## config.mk

```make
export PLATFORM = sky130hd
export DESIGN_NAME = abmx_pick
export DESIGN_NICKNAME = d
export VERILOG_FILES = /design/src/sv/abmx_pkg.sv /design/src/sv/abmx_pick.sv
export SDC_FILE = /design/constraint.sdc
export NUM_CORES = 1
export LEC_CHECK = 0
export BUFFER_PORTS_ARGS = -buffer_cell sky130_fd_sc_hd__buf_2
export CELL_PAD_IN_SITES_DETAIL_PLACEMENT = 0
export CELL_PAD_IN_SITES_GLOBAL_PLACEMENT = 1
export CORE_ASPECT_RATIO = 2
export CORE_MARGIN = 5
export CORE_UTILIZATION = 35
export DETAILED_ROUTE_END_ITERATION = 6
export PLACE_DENSITY_LB_ADDON = 0.1
export SKIP_LAST_GASP = 1
export SYNTH_ARGS = -nofsm -noshare
export SYNTH_HDL_FRONTEND = slang
export SYNTH_SLANG_ARGS = --single-unit
```

## constraint.sdc

```tcl
create_clock -name clk -period 41.6 [get_ports clk]
set_input_delay 8.32 -clock clk [delete_from_list [all_inputs] [get_ports clk]]
set_output_delay 8.32 -clock clk [all_outputs]
set_load 0.02 [all_outputs]
```

## src/sv/abmx_pkg.sv

```systemverilog
// Package for the 3x3 absolute-maximum window filter.
// Holds the widths, register indexes, word and window types and the magnitude helper.
// No dependencies; every other file refers to it by scoped names.
package abmx_pkg;

  // Sizes of the line memory, pixels and counters.
  localparam int MAX_WIDTH  = 1024;
  localparam int PIX_W      = 16;
  localparam int COL_W      = 10;
  localparam int WID_W      = 11;
  localparam int ROW_W      = 16;
  localparam int MAG_W      = PIX_W + 1;
  localparam int WIN_N      = 9;
  localparam int CENTRE     = 4;
  localparam int CFG_IDX_W  = 1;
  localparam int CFG_DATA_W = 16;

  // Configuration register indexes.
  localparam logic [CFG_IDX_W-1:0] REG_IMAGE_WIDTH  = 1'b0;
  localparam logic [CFG_IDX_W-1:0] REG_IMAGE_HEIGHT = 1'b1;

  // Register values after reset.
  localparam logic [WID_W-1:0] WIDTH_RESET  = 11'd512;
  localparam logic [ROW_W-1:0] HEIGHT_RESET = 16'd512;

  typedef logic signed [PIX_W-1:0] pix_t;
  typedef logic [MAG_W-1:0]        mag_t;

  // Input and result words.
  typedef struct packed {
    pix_t pixel_value;
    logic flush;
  } in_word_t;

  typedef struct packed {
    pix_t filtered_pixel;
    logic frame_last;
  } out_word_t;

  // Position information that travels with a word into the window stage.
  typedef struct packed {
    logic [COL_W-1:0] col;
    logic             feed;
    logic             emit;
    logic             lclamp;
    logic             rclamp;
    logic             tclamp;
    logic             bclamp;
  } pos_ctl_t;

  // One window column: rows above, at and below the centre row.
  typedef struct packed {
    pix_t top;
    pix_t mid;
    pix_t bot;
  } col_vec_t;

  // Window in scan order: top row left to right, then middle, then bottom.
  typedef pix_t [WIN_N-1:0] win_t;

  // True magnitude of a signed pixel, one bit wider so the most negative value fits.
  function automatic mag_t pix_mag(pix_t v);
    logic [MAG_W-1:0] ext;
    ext = {v[PIX_W-1], v};
    return ext[MAG_W-1] ? (~ext + MAG_W'(1)) : ext;
  endfunction

endpackage

```

## src/sv/abmx_pick.sv

```systemverilog
// Selection stage of the 3x3 absolute-maximum filter.
// Finds the largest magnitude, then picks the centre or the first window value reaching it.
// Depends on abmx_pkg.
module abmx_pick (
  input  logic                clk,
  input  logic                rst_n,
  input  logic                adv,
  input  logic                win_valid,
  input  abmx_pkg::win_t      win,
  input  logic                win_last,
  output logic                res_valid,
  output abmx_pkg::out_word_t res
);

  abmx_pkg::mag_t m [abmx_pkg::WIN_N];
  abmx_pkg::mag_t mx01, mx23, mx45, mx67, mx03, mx47, mx07, mx_all;

  logic           pk_valid_r;
  abmx_pkg::mag_t mags_r [abmx_pkg::WIN_N];
  abmx_pkg::win_t vals_r;
  abmx_pkg::mag_t max_r;
  logic           last_r;
  abmx_pkg::pix_t sel;

  function automatic abmx_pkg::mag_t max2(abmx_pkg::mag_t x, abmx_pkg::mag_t y);
    return (x > y) ? x : y;
  endfunction

  // Magnitudes and a balanced maximum tree.
  always_comb begin
    for (int i = 0; i < abmx_pkg::WIN_N; i++) begin
      m[i] = abmx_pkg::pix_mag(win[i]);
    end
    mx01   = max2(m[0], m[1]);
    mx23   = max2(m[2], m[3]);
    mx45   = max2(m[4], m[5]);
    mx67   = max2(m[6], m[7]);
    mx03   = max2(mx01, mx23);
    mx47   = max2(mx45, mx67);
    mx07   = max2(mx03, mx47);
    mx_all = max2(mx07, m[8]);
  end

  always_ff @(posedge clk) begin
    if (!rst_n) begin
      pk_valid_r <= 1'b0;
    end else if (adv) begin
      pk_valid_r <= win_valid;
    end
  end

  always_ff @(posedge clk) begin
    if (adv && win_valid) begin
      for (int i = 0; i < abmx_pkg::WIN_N; i++) begin
        mags_r[i] <= m[i];
      end
      vals_r <= win;
      max_r  <= mx_all;
      last_r <= win_last;
    end
  end

  // The centre keeps the result on a tie; otherwise the earliest value in scan order wins.
  always_comb begin
    sel = vals_r[abmx_pkg::CENTRE];
    if (mags_r[abmx_pkg::CENTRE] != max_r) begin
      for (int i = abmx_pkg::WIN_N - 1; i >= 0; i--) begin
        if (mags_r[i] == max_r) begin
          sel = vals_r[i];
        end
      end
    end
  end

  assign res_valid          = pk_valid_r;
  assign res.filtered_pixel = sel;
  assign res.frame_last     = last_r;

endmodule

```

==> impl_metrics.toml <==
[run_status]
status = "finished, final reports clean"

[clock_tree]
cts_resized = 0
clkSlewWorstSetupHoldPaths_ns = 0.07
cts_hold_buf = 0
cts_inserted_buffers = 31
cts_root_buf = "clkbuf_16"
clk_latency_ns = 0.63
cts_sinks = 307
cts_max_level = 1
clockBufferDepth = 3
post_cts_buffers = 0
cts_tree = "yes"

[setup_path]
cp.required_ns = 41.98
r2r_setup_slack_ns = 40.92
slowest_stage = "nor2_4"
crit_family = "compound AO/OA/AOI/OAI gates"
crit_arrival_ns = 19.56
path_common_cell = "a21oi_1"
r2r-start = "res_valid"
worstReg2RegEnd = "res_valid"
worst_r2r_path_depth = 2
crit_path_end_kind = "flip-flop"
slowest_delay_ns = 0.75
path_buf_inv = 5
start_kind = "input pin"
worstSetupPathType = "in2reg"
cp_max_fo = 37

[global_routing]
grt_usage_pct = 27.26
grt_overflow = 0
grt_max_degree = 70
grt_pass1_vias = 16223
grt_pass1_wl_um = 121100
grt_antenna_before_repair = 1

[power_and_ir_drop]
clkPwrFrac_pct = 26.5
p_sw_share_pct = 37.77
p_sw_mw = 0.4150
p_seq_share_pct = 35.7
p_comb_share_pct = 37.8
p_int_mw = 0.6838
ir_drop_mv = 0.04358
p_per_area_mw_per_mm2 = 47.60
leakage_nw = 8.805

[timing]
finalSetupViolCount = 0
fmax_mhz = 52.14
finalCriticalPeriod_ns = 19.18
hold_ws_ns = 0.5885
tightest_slew_ns = 1.305
hold_viol = 0
slew_violations = 0
fin_crit_sh_pct = 46.11
relSlewSlack_pct = 12.65
rsz0062_at_grt = "false"
skew_ns = 0
fin_tns_setup_ns = 0

[hold_path]
min-delay-start = "res_valid"
hold_path_class = "reg2reg"
hold_depth = 2
min_to = "res_valid"

[place]
dp_hpwl_um = 72470
routabilityCongestion = 0.9636
port_buffers = 166

[yosys]
synth_area_leaders = "edfxtp_1, ha_1, xnor2_1, xor2_1, nand2_1"
ys_seq_elements = 307
yosys.cell_types.count = 84
dominantRegCellSynth = "edfxtp_1"
synthArstFlopShare_pct = 0
syn_avg_cell_area_sq_um = 10.75
yosysMostFrequentCell = "edfxtp_1"
synth_top_cell_by_area = "edfxtp_1"
yosysSeqAreaShare_pct = 45.83
synth_top_cells_by_count = "edfxtp_1, xnor2_1, nand2_1"
syn_inst = 1869
synth-edff-count = 306
yosysWarnings = 0
synthesis.area_sq_mm = 0.02009
synth_top_cell_area_share_pct = 45.73

[final_layout]
drive_above_1_share_pct = 15.14
finalNetCount = 2359
syn_to_final_growth_pct = 14.88

[drt]
firstDrtPassIters = 5
drc = 0
ant_nets = 0
detailroute.via_count = 16072
routedWlPerCell_um = 30.95
drtIter0Drc = 957
totalWireLength_um = 88340
via_per_inst = 5.631

[floorplanning]
start_util_pct = 35.19
die_y_um = 348.9
rows = 124
io_pins = 167
dieArea_sq_mm = 0.06260
core_area_sq_mm = 0.05709
fp.dieW_um = 179.4

[run]
drv_cap = 0
-- worst max path at each step --
stage               startpoint        end  depth (start not counted)
finish                 win[83]   max_r[8]                         46
global route           win[64]   max_r[8]                         48
CTS                    win[83]   max_r[8]                         46
detailed placement     win[83]   max_r[8]                         46
global placement      win[116]   max_r[8]                         46
floorplan              win[83]  max_r[10]                         49
-- cells in the final DEF (no fill, tap or decap), types with 12 or more instances in the layout --
cell type and n:
buf_2 166, o22ai_1 16, a21oi_1 59, nor2b_1 16, nand2_1 147, a21o_1 31
xor2_1 90, o41ai_1 19, o21a_1 20, a221oi_1 16, conb_1 26, mux2i_1 48
o21ai_1 12, inv_1 119, nand3_1 28, ha_1 139, o211ai_1 19, mux2_2 24
edfxtp_1 306, buf_4 48, nand2b_1 20, nor2_1 66, nand4_1 44, o21ai_0 105
xnor2_1 178, nor4_1 30, or3_1 17, a22oi_1 15, o31ai_1 26, nor3_1 45
clkbuf_16 31
-- power by group through the flow --
| stage | sequential [mW] | clock, mW | combinational (mW) |
|---|---|---|---|
| 2_1_floorplan | 0.390 | 0 | 0.260 |
| 3_3_place_gp | 0.399 | 0 | 0.409 |
| 3_5_place_dp | 0.400 | 0 | 0.413 |
| 4_1_cts | 0.393 | 0.297 | 0.415 |
| 5_1_grt | 0.395 | 0.307 | 0.446 |
| 6_report | 0.393 | 0.291 | 0.415 |
-- cells by family (layout without fill, tap and decap cells) --
logic type,after synthesis,count (layout),synth area share [%]
AO/OA/AOI/OAI,412,412,14.01
XOR/XNOR,269,269,11.76
adder cells (fa/ha/maj),140,140,8.705
buffers and inverters,190,391,3.649
flip-flops,307,307,45.83
multiplexers,73,73,3.811
other,2,30,0.03737
AND/OR/NAND/NOR,476,476,12.20
-- layer usage --
layer | routed length, um | GRT usage [%] | vias to the layer above
li1 | - | - | 7365
met1 | 28160 | 25.20 | 7910
met2 | 48130 | 53.46 | 565
met3 | 3178 | 2.583 | 232
met4 | 8866 | 21.63 | 0
met5 | 0 | 0 | -
-- layout make-up --
type / instances / area [sq um]
Sequential cell: 307 / 9209
Antenna cell: 4 / 10.01
Clock buffer: 34 / 787.0
Inverter: 121 / 454.2
Timing Repair Buffer: 214 / 1191
Multi-Input combinational cell: 1396 / 10270
Fill cell: 5708 / 34010
Tap cell: 756 / 945.9
Clock inverter: 22 / 215.2
-- flip-flops by register name, summed over array words and instances, names as in the netlist --
register	cells
res_valid	1
last_r	1
max_r	17
vals_r	144
mags_r	144
-- worst min-delay path, stage by stage, from the launching register on --
cell and delay [ns]:
dfxtp_1 0.32, nor2b_1 0.13, o21a_1 0.11
-- metrics by stage --
step / power [mW] / utilization [%] / worst slack, ns / instances / area, sq um
after floorplan: 0.6506 / - / 22.85 / 1893 / 20180
after CTS: 1.105 / 40.41 / 22.54 / 2850 / 23070
final: 1.099 / 40.43 / 22.42 / 2854 / 23080
after global placement: 0.8088 / 38.66 / 21.99 / 2794 / 22070
after global routing: 1.147 / 40.41 / 21.65 / 2850 / 23070
after detailed placement: 0.8123 / 38.66 / 21.92 / 2794 / 22070
No activity file was read; power rests on OpenSTA's default activity.
